File: src/rtl/core/rational_arithmetic_unit_defines.svh
// ----------------------------------------------------------------------------
// Rational arithmetic unit: assertion macros
// Concurrent check wrappers; they expand to nothing in synthesis builds.
// ----------------------------------------------------------------------------
`ifndef RATIONAL_ARITHMETIC_UNIT_DEFINES_SVH
`define RATIONAL_ARITHMETIC_UNIT_DEFINES_SVH

`ifndef SYNTHESIS
`define RAU_ASSERT(lbl, clk, rstn, prop, msg) \
  lbl: assert property (@(posedge clk) disable iff (!rstn) prop) else $error(msg);
`define RAU_ASSERT_CLK(lbl, clk, prop, msg) \
  lbl: assert property (@(posedge clk) prop) else $error(msg);
`else
`define RAU_ASSERT(lbl, clk, rstn, prop, msg)
`define RAU_ASSERT_CLK(lbl, clk, prop, msg)
`endif

`endif

File: src/rtl/core/rau_pkg.sv
// ----------------------------------------------------------------------------
// Rational arithmetic unit package
// Operation, relation and status codes, micro-op encoding and the microprogram.
// ----------------------------------------------------------------------------
package rau_pkg;

  localparam int unsigned FIELD_W = 32;
  localparam int unsigned PC_W    = 5;

  typedef enum logic [2:0] {
    KIND_MAKE = 3'd0,
    KIND_ADD  = 3'd1,
    KIND_SUB  = 3'd2,
    KIND_MUL  = 3'd3,
    KIND_DIV  = 3'd4,
    KIND_CMP  = 3'd5
  } kind_e;

  typedef enum logic [1:0] {
    REL_LESS    = 2'd0,
    REL_EQUAL   = 2'd1,
    REL_GREATER = 2'd2
  } relation_e;

  typedef enum logic [1:0] {
    ST_OK       = 2'd0,
    ST_ZERO_DEN = 2'd1,
    ST_OVERFLOW = 2'd2
  } status_e;

  typedef enum logic [3:0] {
    OP_GINIT = 4'd0,
    OP_GSTEP = 4'd1,
    OP_GFIN  = 4'd2,
    OP_DSTEP = 4'd3,
    OP_DNEXT = 4'd4,
    OP_MLOAD = 4'd5,
    OP_MSTEP = 4'd6,
    OP_MSAVE = 4'd7,
    OP_SUM   = 4'd8,
    OP_FIN   = 4'd9
  } op_e;

  typedef enum logic [1:0] {
    C_NEXT = 2'd0,
    C_LOOP = 2'd1,
    C_GCD  = 2'd2,
    C_END  = 2'd3
  } cond_e;

  typedef enum logic [1:0] {
    SEL_P = 2'd0,
    SEL_Q = 2'd1,
    SEL_D = 2'd2
  } sel_e;

  typedef struct packed {
    op_e             op;
    cond_e           cond;
    sel_e            sel;
    logic [PC_W-1:0] target;
  } ucode_t;

  localparam logic [PC_W-1:0] UPC_GINIT   = 5'd0;
  localparam logic [PC_W-1:0] UPC_GSTEP   = 5'd1;
  localparam logic [PC_W-1:0] UPC_GFIN    = 5'd2;
  localparam logic [PC_W-1:0] UPC_DIV_N   = 5'd3;
  localparam logic [PC_W-1:0] UPC_DNEXT   = 5'd4;
  localparam logic [PC_W-1:0] UPC_DIV_D   = 5'd5;
  localparam logic [PC_W-1:0] UPC_FIN_M   = 5'd6;
  localparam logic [PC_W-1:0] UPC_MLOAD_P = 5'd7;
  localparam logic [PC_W-1:0] UPC_MSTEP_P = 5'd8;
  localparam logic [PC_W-1:0] UPC_MSAVE_P = 5'd9;
  localparam logic [PC_W-1:0] UPC_MLOAD_Q = 5'd10;
  localparam logic [PC_W-1:0] UPC_MSTEP_Q = 5'd11;
  localparam logic [PC_W-1:0] UPC_MSAVE_Q = 5'd12;
  localparam logic [PC_W-1:0] UPC_MLOAD_D = 5'd13;
  localparam logic [PC_W-1:0] UPC_MSTEP_D = 5'd14;
  localparam logic [PC_W-1:0] UPC_MSAVE_D = 5'd15;
  localparam logic [PC_W-1:0] UPC_SUM     = 5'd16;
  localparam logic [PC_W-1:0] UPC_FIN_A   = 5'd17;

  function automatic ucode_t uword(op_e op, cond_e cond, sel_e sel,
                                   logic [PC_W-1:0] target);
    ucode_t w;
    w.op     = op;
    w.cond   = cond;
    w.sel    = sel;
    w.target = target;
    return w;
  endfunction

  function automatic ucode_t ucode_rom(logic [PC_W-1:0] pc);
    ucode_t w;
    unique case (pc)
      UPC_GINIT:   w = uword(OP_GINIT, C_NEXT, SEL_P, UPC_GINIT);
      UPC_GSTEP:   w = uword(OP_GSTEP, C_GCD,  SEL_P, UPC_GSTEP);
      UPC_GFIN:    w = uword(OP_GFIN,  C_NEXT, SEL_P, UPC_GFIN);
      UPC_DIV_N:   w = uword(OP_DSTEP, C_LOOP, SEL_P, UPC_DIV_N);
      UPC_DNEXT:   w = uword(OP_DNEXT, C_NEXT, SEL_P, UPC_DNEXT);
      UPC_DIV_D:   w = uword(OP_DSTEP, C_LOOP, SEL_P, UPC_DIV_D);
      UPC_FIN_M:   w = uword(OP_FIN,   C_END,  SEL_P, UPC_FIN_M);
      UPC_MLOAD_P: w = uword(OP_MLOAD, C_NEXT, SEL_P, UPC_MLOAD_P);
      UPC_MSTEP_P: w = uword(OP_MSTEP, C_LOOP, SEL_P, UPC_MSTEP_P);
      UPC_MSAVE_P: w = uword(OP_MSAVE, C_NEXT, SEL_P, UPC_MSAVE_P);
      UPC_MLOAD_Q: w = uword(OP_MLOAD, C_NEXT, SEL_Q, UPC_MLOAD_Q);
      UPC_MSTEP_Q: w = uword(OP_MSTEP, C_LOOP, SEL_Q, UPC_MSTEP_Q);
      UPC_MSAVE_Q: w = uword(OP_MSAVE, C_NEXT, SEL_Q, UPC_MSAVE_Q);
      UPC_MLOAD_D: w = uword(OP_MLOAD, C_NEXT, SEL_D, UPC_MLOAD_D);
      UPC_MSTEP_D: w = uword(OP_MSTEP, C_LOOP, SEL_D, UPC_MSTEP_D);
      UPC_MSAVE_D: w = uword(OP_MSAVE, C_NEXT, SEL_D, UPC_MSAVE_D);
      UPC_SUM:     w = uword(OP_SUM,   C_NEXT, SEL_P, UPC_SUM);
      default:     w = uword(OP_FIN,   C_END,  SEL_P, UPC_FIN_A);
    endcase
    return w;
  endfunction

endpackage

File: src/rtl/core/rational_arithmetic_unit.sv
// ----------------------------------------------------------------------------
// Rational arithmetic unit
// Microcoded fraction reduce, add, sub, mul, div and compare on one datapath.
// ----------------------------------------------------------------------------
// Channel   Direction  Handshake           Fields
// command   in         start, busy         kind_i, a_num_i, a_den_i, b_num_i, b_den_i
// result    out        done_o (strobe)     res_num_o, res_den_o, relation_o, status_o
//
// A word is taken when start is high and busy is low; busy stays high until the
// result strobe. Reduce (make) runs binary GCD steps until an operand is zero, then
// two restoring divisions one bit a cycle. Add, sub, mul, div and compare rest on
// three shift-add products formed one bit a cycle; unused kinds go straight to the
// result strobe. Reset clears the sequencer; the result strobe cannot be stalled.
// ----------------------------------------------------------------------------
`include "rational_arithmetic_unit_defines.svh"

module rational_arithmetic_unit #(
  parameter int unsigned WORD_WIDTH = 32
) (
  input  logic        clk_i,
  input  logic        rst_ni,
  input  logic        start,
  output logic        busy,
  input  logic [2:0]  kind_i,
  input  logic [31:0] a_num_i,
  input  logic [31:0] a_den_i,
  input  logic [31:0] b_num_i,
  input  logic [31:0] b_den_i,
  output logic        done_o,
  output logic [31:0] res_num_o,
  output logic [31:0] res_den_o,
  output logic [1:0]  relation_o,
  output logic [1:0]  status_o
);

  localparam int unsigned W  = WORD_WIDTH;
  localparam int unsigned PW = 2 * WORD_WIDTH - 1;
  localparam int unsigned SW = 2 * WORD_WIDTH + 1;
  localparam int unsigned CW = $clog2(WORD_WIDTH);
  localparam int unsigned FW = rau_pkg::FIELD_W;
  localparam int unsigned PCW = rau_pkg::PC_W;

  logic [W-1:0] an_w, ad_w, bn_w, bd_w;

  if (W <= FW) begin : g_in_narrow
    assign an_w = a_num_i[W-1:0];
    assign ad_w = a_den_i[W-1:0];
    assign bn_w = b_num_i[W-1:0];
    assign bd_w = b_den_i[W-1:0];
  end else begin : g_in_wide
    assign an_w = {{(W-FW){a_num_i[FW-1]}}, a_num_i};
    assign ad_w = {{(W-FW){a_den_i[FW-1]}}, a_den_i};
    assign bn_w = {{(W-FW){b_num_i[FW-1]}}, b_num_i};
    assign bd_w = {{(W-FW){b_den_i[FW-1]}}, b_den_i};
  end

  logic              busy_q, busy_d;
  logic              done_q, done_d;
  logic [PCW-1:0]    pc_q, pc_d;
  logic [CW-1:0]     cnt_q, cnt_d;
  logic [2:0]        kind_q, kind_d;
  logic [W-1:0]      an_q, an_d, ad_q, ad_d, bn_q, bn_d, bd_q, bd_d;
  logic [W-1:0]      gx_q, gx_d, gy_q, gy_d;
  logic [CW-1:0]     gk_q, gk_d;
  logic [W-1:0]      mc_q, mc_d, mp_q, mp_d, rem_q, rem_d, rn_q, rn_d;
  logic [PW-1:0]     acc_q, acc_d, p_q, p_d, q_q, q_d, d_q, d_d;
  logic [SW-1:0]     s_q, s_d;
  logic [FW-1:0]     res_num_q, res_num_d, res_den_q, res_den_d;
  rau_pkg::relation_e rel_q, rel_d;
  rau_pkg::status_e   st_q, st_d;

  rau_pkg::ucode_t   uc;
  rau_pkg::kind_e    kind;

  logic              an_neg, ad_neg, bn_neg, bd_neg;
  logic [W-1:0]      an_mag, ad_mag, bn_mag, bd_mag;
  logic              gcd_done;
  logic [W-1:0]      g_val;
  logic [W:0]        div_r2;
  logic              div_ge;
  logic              p_neg, q_neg, d_neg, mk_neg;
  logic [SW-1:0]     p_sv, q_sv, d_sv, addend;
  logic              s_fit, d_fit;
  logic [W-1:0]      num_w, den_w;
  logic [FW-1:0]     num_f, den_f;
  rau_pkg::relation_e rel_w;
  rau_pkg::status_e   st_w;

  assign kind   = rau_pkg::kind_e'(kind_q);
  assign uc     = rau_pkg::ucode_rom(pc_q);

  assign an_neg = an_q[W-1];
  assign ad_neg = ad_q[W-1];
  assign bn_neg = bn_q[W-1];
  assign bd_neg = bd_q[W-1];
  assign an_mag = an_neg ? -an_q : an_q;
  assign ad_mag = ad_neg ? -ad_q : ad_q;
  assign bn_mag = bn_neg ? -bn_q : bn_q;
  assign bd_mag = bd_neg ? -bd_q : bd_q;

  assign gcd_done = (gx_q == '0) || (gy_q == '0);
  assign g_val    = (gx_q | gy_q) << gk_q;
  assign div_r2   = {rem_q, mp_q[W-1]};
  assign div_ge   = div_r2 >= {1'b0, mc_q};

  assign p_neg  = (p_q != '0) &&
                  (an_neg ^ ((kind == rau_pkg::KIND_MUL) ? bn_neg : bd_neg));
  assign q_neg  = (q_q != '0) && (bn_neg ^ ad_neg);
  assign d_neg  = (d_q != '0) &&
                  (ad_neg ^ ((kind == rau_pkg::KIND_DIV) ? bn_neg : bd_neg));
  assign mk_neg = (rn_q != '0) && (an_neg ^ ad_neg);

  assign p_sv = p_neg ? -SW'(p_q) : SW'(p_q);
  assign q_sv = q_neg ? -SW'(q_q) : SW'(q_q);
  assign d_sv = d_neg ? -SW'(d_q) : SW'(d_q);

  assign s_fit = (&s_q[SW-1:W-1]) | ~(|s_q[SW-1:W-1]);
  assign d_fit = (&d_sv[SW-1:W-1]) | ~(|d_sv[SW-1:W-1]);

  always_comb begin
    unique case (kind)
      rau_pkg::KIND_ADD:                   addend = q_sv;
      rau_pkg::KIND_SUB, rau_pkg::KIND_CMP: addend = -q_sv;
      default:                              addend = '0;
    endcase
  end

  always_comb begin
    num_w = '0;
    den_w = W'(1);
    rel_w = rau_pkg::REL_EQUAL;
    st_w  = rau_pkg::ST_OK;
    unique case (kind)
      rau_pkg::KIND_MAKE: begin
        if (ad_mag == '0) begin
          num_w = an_q;
          den_w = '0;
          st_w  = rau_pkg::ST_ZERO_DEN;
        end else begin
          num_w = mk_neg ? -rn_q : rn_q;
          den_w = mp_q;
          if ((!mk_neg && rn_q[W-1]) || mp_q[W-1]) begin
            st_w = rau_pkg::ST_OVERFLOW;
          end
        end
      end
      rau_pkg::KIND_ADD, rau_pkg::KIND_SUB, rau_pkg::KIND_MUL, rau_pkg::KIND_DIV: begin
        num_w = s_q[W-1:0];
        den_w = d_sv[W-1:0];
        if (d_q == '0) begin
          st_w = rau_pkg::ST_ZERO_DEN;
        end else if (!s_fit || !d_fit) begin
          st_w = rau_pkg::ST_OVERFLOW;
        end
      end
      rau_pkg::KIND_CMP: begin
        priority if ((ad_mag == '0) || (bd_mag == '0)) begin
          st_w = rau_pkg::ST_ZERO_DEN;
        end else if (s_q == '0) begin
          rel_w = rau_pkg::REL_EQUAL;
        end else if (s_q[SW-1] ^ ad_neg ^ bd_neg) begin
          rel_w = rau_pkg::REL_LESS;
        end else begin
          rel_w = rau_pkg::REL_GREATER;
        end
      end
      default: ;
    endcase
  end

  if (W >= FW) begin : g_out_wide
    assign num_f = num_w[FW-1:0];
    assign den_f = den_w[FW-1:0];
  end else begin : g_out_narrow
    assign num_f = {{(FW-W){num_w[W-1]}}, num_w};
    assign den_f = {{(FW-W){den_w[W-1]}}, den_w};
  end

  always_comb begin
    busy_d    = busy_q;
    done_d    = 1'b0;
    pc_d      = pc_q;
    cnt_d     = cnt_q;
    kind_d    = kind_q;
    an_d      = an_q;
    ad_d      = ad_q;
    bn_d      = bn_q;
    bd_d      = bd_q;
    gx_d      = gx_q;
    gy_d      = gy_q;
    gk_d      = gk_q;
    mc_d      = mc_q;
    mp_d      = mp_q;
    rem_d     = rem_q;
    rn_d      = rn_q;
    acc_d     = acc_q;
    p_d       = p_q;
    q_d       = q_q;
    d_d       = d_q;
    s_d       = s_q;
    res_num_d = res_num_q;
    res_den_d = res_den_q;
    rel_d     = rel_q;
    st_d      = st_q;

    if (!busy_q) begin
      if (start) begin
        busy_d = 1'b1;
        kind_d = kind_i;
        an_d   = an_w;
        ad_d   = ad_w;
        bn_d   = bn_w;
        bd_d   = bd_w;
        unique case (rau_pkg::kind_e'(kind_i))
          rau_pkg::KIND_MAKE: pc_d = rau_pkg::UPC_GINIT;
          rau_pkg::KIND_ADD, rau_pkg::KIND_SUB, rau_pkg::KIND_MUL,
          rau_pkg::KIND_DIV, rau_pkg::KIND_CMP: pc_d = rau_pkg::UPC_MLOAD_P;
          default: pc_d = rau_pkg::UPC_FIN_A;
        endcase
      end
    end else begin
      unique case (uc.op)
        rau_pkg::OP_GINIT: begin
          gx_d = an_mag;
          gy_d = ad_mag;
          gk_d = '0;
        end
        rau_pkg::OP_GSTEP: begin
          if (!gcd_done) begin
            priority if (!gx_q[0] && !gy_q[0]) begin
              gx_d = gx_q >> 1;
              gy_d = gy_q >> 1;
              gk_d = gk_q + CW'(1);
            end else if (!gx_q[0]) begin
              gx_d = gx_q >> 1;
            end else if (!gy_q[0]) begin
              gy_d = gy_q >> 1;
            end else if (gx_q >= gy_q) begin
              gx_d = (gx_q - gy_q) >> 1;
            end else begin
              gy_d = (gy_q - gx_q) >> 1;
            end
          end
        end
        rau_pkg::OP_GFIN: begin
          mc_d  = g_val;
          mp_d  = an_mag;
          rem_d = '0;
          cnt_d = CW'(W - 1);
        end
        rau_pkg::OP_DSTEP: begin
          rem_d = div_ge ? W'(div_r2 - {1'b0, mc_q}) : div_r2[W-1:0];
          mp_d  = {mp_q[W-2:0], div_ge};
          cnt_d = cnt_q - CW'(1);
        end
        rau_pkg::OP_DNEXT: begin
          rn_d  = mp_q;
          mp_d  = ad_mag;
          rem_d = '0;
          cnt_d = CW'(W - 1);
        end
        rau_pkg::OP_MLOAD: begin
          acc_d = '0;
          cnt_d = CW'(W - 1);
          unique case (uc.sel)
            rau_pkg::SEL_P: begin
              mc_d = an_mag;
              mp_d = (kind == rau_pkg::KIND_MUL) ? bn_mag : bd_mag;
            end
            rau_pkg::SEL_Q: begin
              mc_d = bn_mag;
              mp_d = ad_mag;
            end
            default: begin
              mc_d = ad_mag;
              mp_d = (kind == rau_pkg::KIND_DIV) ? bn_mag : bd_mag;
            end
          endcase
        end
        rau_pkg::OP_MSTEP: begin
          acc_d = {acc_q[PW-2:0], 1'b0} + (mp_q[W-1] ? PW'(mc_q) : '0);
          mp_d  = {mp_q[W-2:0], 1'b0};
          cnt_d = cnt_q - CW'(1);
        end
        rau_pkg::OP_MSAVE: begin
          unique case (uc.sel)
            rau_pkg::SEL_P: p_d = acc_q;
            rau_pkg::SEL_Q: q_d = acc_q;
            default:        d_d = acc_q;
          endcase
        end
        rau_pkg::OP_SUM: begin
          s_d = p_sv + addend;
        end
        rau_pkg::OP_FIN: begin
          res_num_d = num_f;
          res_den_d = den_f;
          rel_d     = rel_w;
          st_d      = st_w;
        end
        default: ;
      endcase

      unique case (uc.cond)
        rau_pkg::C_NEXT: pc_d = pc_q + PCW'(1);
        rau_pkg::C_LOOP: pc_d = (cnt_q != '0) ? uc.target : pc_q + PCW'(1);
        rau_pkg::C_GCD:  pc_d = gcd_done ? pc_q + PCW'(1) : uc.target;
        default: begin
          busy_d = 1'b0;
          done_d = 1'b1;
        end
      endcase
    end
  end

  always_ff @(posedge clk_i or negedge rst_ni) begin
    if (!rst_ni) begin
      busy_q <= 1'b0;
      done_q <= 1'b0;
      pc_q   <= rau_pkg::UPC_GINIT;
      cnt_q  <= '0;
    end else begin
      busy_q <= busy_d;
      done_q <= done_d;
      pc_q   <= pc_d;
      cnt_q  <= cnt_d;
    end
  end

  always_ff @(posedge clk_i) begin
    kind_q    <= kind_d;
    an_q      <= an_d;
    ad_q      <= ad_d;
    bn_q      <= bn_d;
    bd_q      <= bd_d;
    gx_q      <= gx_d;
    gy_q      <= gy_d;
    gk_q      <= gk_d;
    mc_q      <= mc_d;
    mp_q      <= mp_d;
    rem_q     <= rem_d;
    rn_q      <= rn_d;
    acc_q     <= acc_d;
    p_q       <= p_d;
    q_q       <= q_d;
    d_q       <= d_d;
    s_q       <= s_d;
    res_num_q <= res_num_d;
    res_den_q <= res_den_d;
    rel_q     <= rel_d;
    st_q      <= st_d;
  end

  assign busy       = busy_q;
  assign done_o     = done_q;
  assign res_num_o  = res_num_q;
  assign res_den_o  = res_den_q;
  assign relation_o = rel_q;
  assign status_o   = st_q;

  `RAU_ASSERT(a_done_idle, clk_i, rst_ni, done_o |-> !busy, "result strobe while busy")
  `RAU_ASSERT(a_start_busy, clk_i, rst_ni, (start && !busy) |=> busy, "accepted word not started")
  `RAU_ASSERT(a_done_pulse, clk_i, rst_ni, done_o |=> !done_o, "result strobe longer than one cycle")
  `RAU_ASSERT(a_ovf_rel, clk_i, rst_ni, (done_o && (status_o == rau_pkg::ST_OVERFLOW)) |-> (relation_o == rau_pkg::REL_EQUAL), "overflow with compare relation")
  `RAU_ASSERT_CLK(a_reset_idle, clk_i, !rst_ni |=> (!busy && !done_o), "not idle after reset")

endmodule

File: config.mk
export PLATFORM = sky130hd
export DESIGN_NAME = rational_arithmetic_unit
export DESIGN_NICKNAME = d
export VERILOG_FILES = /design/src/rtl/core/rau_pkg.sv /design/src/rtl/core/rational_arithmetic_unit.sv
export VERILOG_INCLUDE_DIRS = /design/src /design/src/rtl/core
export SDC_FILE = /design/constraint.sdc
export NUM_CORES = 2
export LEC_CHECK = 0
export ABC_AREA = 1
export BUFFER_PORTS_ARGS = -buffer_cell sky130_fd_sc_hd__buf_2
export CAP_MARGIN = 30
export CELL_PAD_IN_SITES_DETAIL_PLACEMENT = 1
export CELL_PAD_IN_SITES_GLOBAL_PLACEMENT = 1
export CORE_MARGIN = 8
export CORE_UTILIZATION = 43
export DETAILED_ROUTE_END_ITERATION = 7
export GPL_TIMING_DRIVEN = 0
export PLACE_DENSITY_LB_ADDON = 0.3
export REMOVE_ABC_BUFFERS = 1
export SLEW_MARGIN = 10
export SYNTH_ARGS = -nofsm -noshare
export SYNTH_HDL_FRONTEND = slang
export SYNTH_SLANG_ARGS = --single-unit
export TNS_END_PERCENT = 30
File: constraint.sdc
create_clock -name clk_i -period 7.07 [get_ports clk_i]
set_input_delay 1.414 -clock clk_i [delete_from_list [all_inputs] [get_ports clk_i]]
set_output_delay 1.414 -clock clk_i [all_outputs]
set_load 0.1 [all_outputs]
==> run summary <==
Sequential Area: 21710 µm²
port bufs: 203
row cnt: 135
Internal: 13.69 mW
Power, Total: 29.31 mW
routed wire length per instance: 27.16 µm
mux cell area share after synthesis: 0.002579
Seq/Total Area, Yosys: 0.3730
Cell Pwr Density: 450.1 nW/µm²
core region area: 135000 µm²
crit path DAT: 7130 ps
Total GRT Usage: 0.3596
Synth Cell Area: 58210 µm²
DRT Pass-1 Iters: 6
initial core utilization: 0.4313
endpoint class of the critical path: flop
Flop pwr share: 0.265
post-synth top area share: 0.3678
combinational power share: 0.581
Setup crit start kind: flop
area of the multi-input gates: 31900 µm²
H-tree depth: 3
Sink Count: 725
min Tclk post-route: 6668 ps
root buf cell: clkbuf_16
fmax: 150.0 MHz
crit-path max FO: 30
final core utilization: 0.4824
syn avg cell area: 7.199 µm²
top_reg_cell synth: edfxtp_1
DR vias: 60.75k
nets: 8651
layout cells sized above 1: 0.07258
Hold Crit Class: reg -> reg
global route overflow: 0
die area: 147400 µm²
CTS tree: yes
first-pass GRT wire length: 397.9 mm
Net Sw Power: 15.62 mW
Rel. slew slack: 0.2286
Seq cells post-synth: 725
outcome: complete, no violations
EDFF count, synth: 713
DRT iter0 DRCs: 6994
Final setup viols: 0
CP max stage cell: edfxtp_1
Final GP Congestion: 1.017
final wirelength: 275.2 mm
Die Span Y: 383.9 µm
Synth Area in Compound Gates: 0.1368
# DRC: 0
maxcap violations: 0
Critical Path RT: 7540 ps
RSZ-0062 raised after global routing: no
largest family of logic cells by synthesized area: simple AND/OR/NAND/NOR gates
Area growth, synth to finish: 11.85%
Skew-Pair Late Insertion Delay: 740 ps
CTS max path bufs: 3
DP HPWL: 225.2 mm
most used cell, CP: nand2_1
vias in the first global route: 59.78k
Final Max Tran Viols: 0
clk_skew: 60.34 ps
Slew @ Worst Pin: 1153 ps
clock network power share: 0.154
family with the most delay on the worst path: simple AND/OR/NAND/NOR gates
Max stage delay on crit path: 450 ps
Synth async-reset ratio: 0.01655
hold slack: 496.2 ps
Placed Instances: 9941
Die W: 383.9 µm
Hold Vio Cnt, Final: 0
routed vias/inst: 5.996
clock-pin slew on the worst setup and hold paths: 60 ps
crit share post-route: 0.9431
Post-Synth Adder-Cell Area: 0.05438
switching share of power: 0.5329
number of routed nets with antenna violations: 0
Filler cells: 17.19k
largest net degree at the start of global routing: 68
post-synth cell types: 71
VDD IR max: 0.3679 mV
kind of critical path: reg -> reg
Num CTS Buffers: 84
xor/xnor share of the synthesized area: 0.05056
Worst Path Buf+Inv: 6
Finished Layout Cells: 10.13k
area leader, netlist: edfxtp_1
initial antenna violation count: 21
I/O Pins: 204
top cells by area, synth: edfxtp_1 (37%), nand2_1 (13%), nor2_1 (7.2%)
Mapped Cells: 8086
synth warn: 0
LEAKAGE: 27.40 nW
Synth Area in Simple Gates: 0.2999
[synth_stat cells, types with 15 or more instances]
library cell,count
o21ai_1,29
nand2_1,1970
nor3_1,123
o22ai_1,28
buf_2,33
xnor2_1,92
o211ai_1,34
ha_1,245
a221oi_1,27
inv_2,15
nand2_2,20
nand3b_1,26
or2_2,33
nand3_1,501
a21oi_1,515
o2111ai_1,19
o21a_1,28
a21o_1,24
inv_1,1019
nand4_1,185
mux2i_1,15
nor2_4,16
nor2_1,1116
a22oi_1,26
a31oi_1,52
nor4_1,60
nor2_2,29
o21ai_0,490
o221ai_1,27
xor2_1,244
clkbuf_1,143
o21bai_1,32
edfxtp_1,713
[metal layers]
| layer | track usage | wire [µm] | share of wire | vias to the layer above |
|---|---|---|---|---|
| li1 | - | - | - | 27480 |
| met1 | 0.4977 | 118000 | 0.43 | 29880 |
| met2 | 0.5475 | 117900 | 0.43 | 2830 |
| met3 | 0.07783 | 26920 | 0.098 | 555 |
| met4 | 0.1419 | 12340 | 0.045 | 4 |
| met5 | 0 | 30 | 0.00011 | - |
[what timing repair did]
| item | in CTS | in global routing |
|---|---|---|
| cloned | 1 | 0 |
| buffers inserted | 1 | 7 |
| hold endpoints to repair | 0 | 0 |
| gates resized for setup | 6 | 10 |
| setup endpoints to repair | 31 | 18 |
| hold buffers | 0 | 0 |
[placed cells by master, fill, tap and decap left out, drive strengths merged, types with 28 or more instances in the layout]
| master | netlist | layout |
|---|---|---|
| nand4 | 185 | 185 |
| a21oi | 516 | 517 |
| o21a | 28 | 28 |
| nand2 | 1994 | 1994 |
| or2 | 33 | 33 |
| xor2 | 244 | 244 |
| ha | 245 | 245 |
| o22ai | 28 | 28 |
| xnor2 | 92 | 92 |
| clkbuf | 143 | 106 |
| o21ai | 523 | 523 |
| o211ai | 34 | 34 |
| nor3 | 125 | 125 |
| inv | 1034 | 1040 |
| edfxtp | 713 | 713 |
| nand3 | 513 | 513 |
| nor4 | 60 | 60 |
| a31oi | 52 | 52 |
| buf | 61 | 295 |
| o21bai | 32 | 32 |
| clkinv | 11 | 41 |
| nor2 | 1163 | 1163 |
[area by class of cell]
| type | instances | area share |
|---|---|---|
| Tap cell | 1781 | 0.03423 |
| Inverter | 1045 | 0.06042 |
| Antenna cell | 15 | 0.0005765 |
| Timing Repair Buffer | 298 | 0.03911 |
| Sequential cell | 725 | 0.3335 |
| Clock inverter | 52 | 0.008821 |
| Multi-Input combinational cell | 6113 | 0.4900 |
| Clock buffer | 103 | 0.03338 |
[registers in the layout, summed over array words and instances, names as in the netlist, 32 cells and up]
register / count
ad_q: 32
d_q: 63
acc_q: 63
rn_q: 32
gy_q: 32
mc_q: 32
gx_q: 32
an_q: 32
bn_q: 32
s_q: 65
p_q: 63
rem_q: 32
q_q: 63
res_den_o: 32
bd_q: 32
res_num_o: 32
mp_q: 32
[through the flow]
step,instance area [µm²],TNS [ps],worst slack [ps]
finish,65100,0,402.2
global route,65070,0,43.82
CTS,64840,-40.16,-40.16
detailed placement,62050,-11100,-860.4
global placement,60560,-1451510,-5373
floorplan,57320,-99500,-561.1
[final timing paths]
| check | from | to | slack (ps) | depth (start not counted) |
|---|---|---|---|---|
| max | q_q[0]$_DFFE_PP_ | s_q[54]$_DFFE_PP_ | 400 | 31 |
| min | cnt_q[4]$_DFFE_PN0P_ | cnt_q[4]$_DFFE_PN0P_ | 500 | 2 |
| max reg2reg | q_q[0]$_DFFE_PP_ | s_q[54]$_DFFE_PP_ | 400 | 31 |
| min reg2reg | cnt_q[4]$_DFFE_PN0P_ | cnt_q[4]$_DFFE_PN0P_ | 500 | 2 |
| max in group asynchronous | rst_ni | pc_q[4]$_DFFE_PN0P_ | 6230 | 1 |
| min in group asynchronous | rst_ni | done_o$_DFF_PN0_ | 600 | 1 |
[power by group through the flow]
stage,logic (mW),registers (mW),clock network (mW)
after floorplan,9.21,8.12,0
after global placement,15.3,8.03,0
after detailed placement,16.2,7.80,0
after CTS,16.4,7.73,4.54
after global routing,18.1,7.79,4.66
final,17.0,7.77,4.52
[cells by family (layout without fill, tap and decap cells)]
family / after synthesis / after routing
AND/OR/NAND/NOR: 4112 / 4112
multiplexers: 15 / 15
buffers and inverters: 1249 / 1498
other: 0 / 15
AO/OA/AOI/OAI: 1399 / 1400
adder cells (fa/ha/maj): 250 / 250
XOR/XNOR: 336 / 336
flip-flops: 725 / 725
[worst register-to-register path, delay by kind of cell, from the launching register on]
family                     cells  cell delay [ps]
AOI/OAI and AO/OA              7             1900
DFF                            1              450
xor gates and xnor gates       1               90
and+or+nand+nor               15             2420
buffers and inverters          6              780
adders and majority gates      2              810
Power figures use the tool's default switching activity.
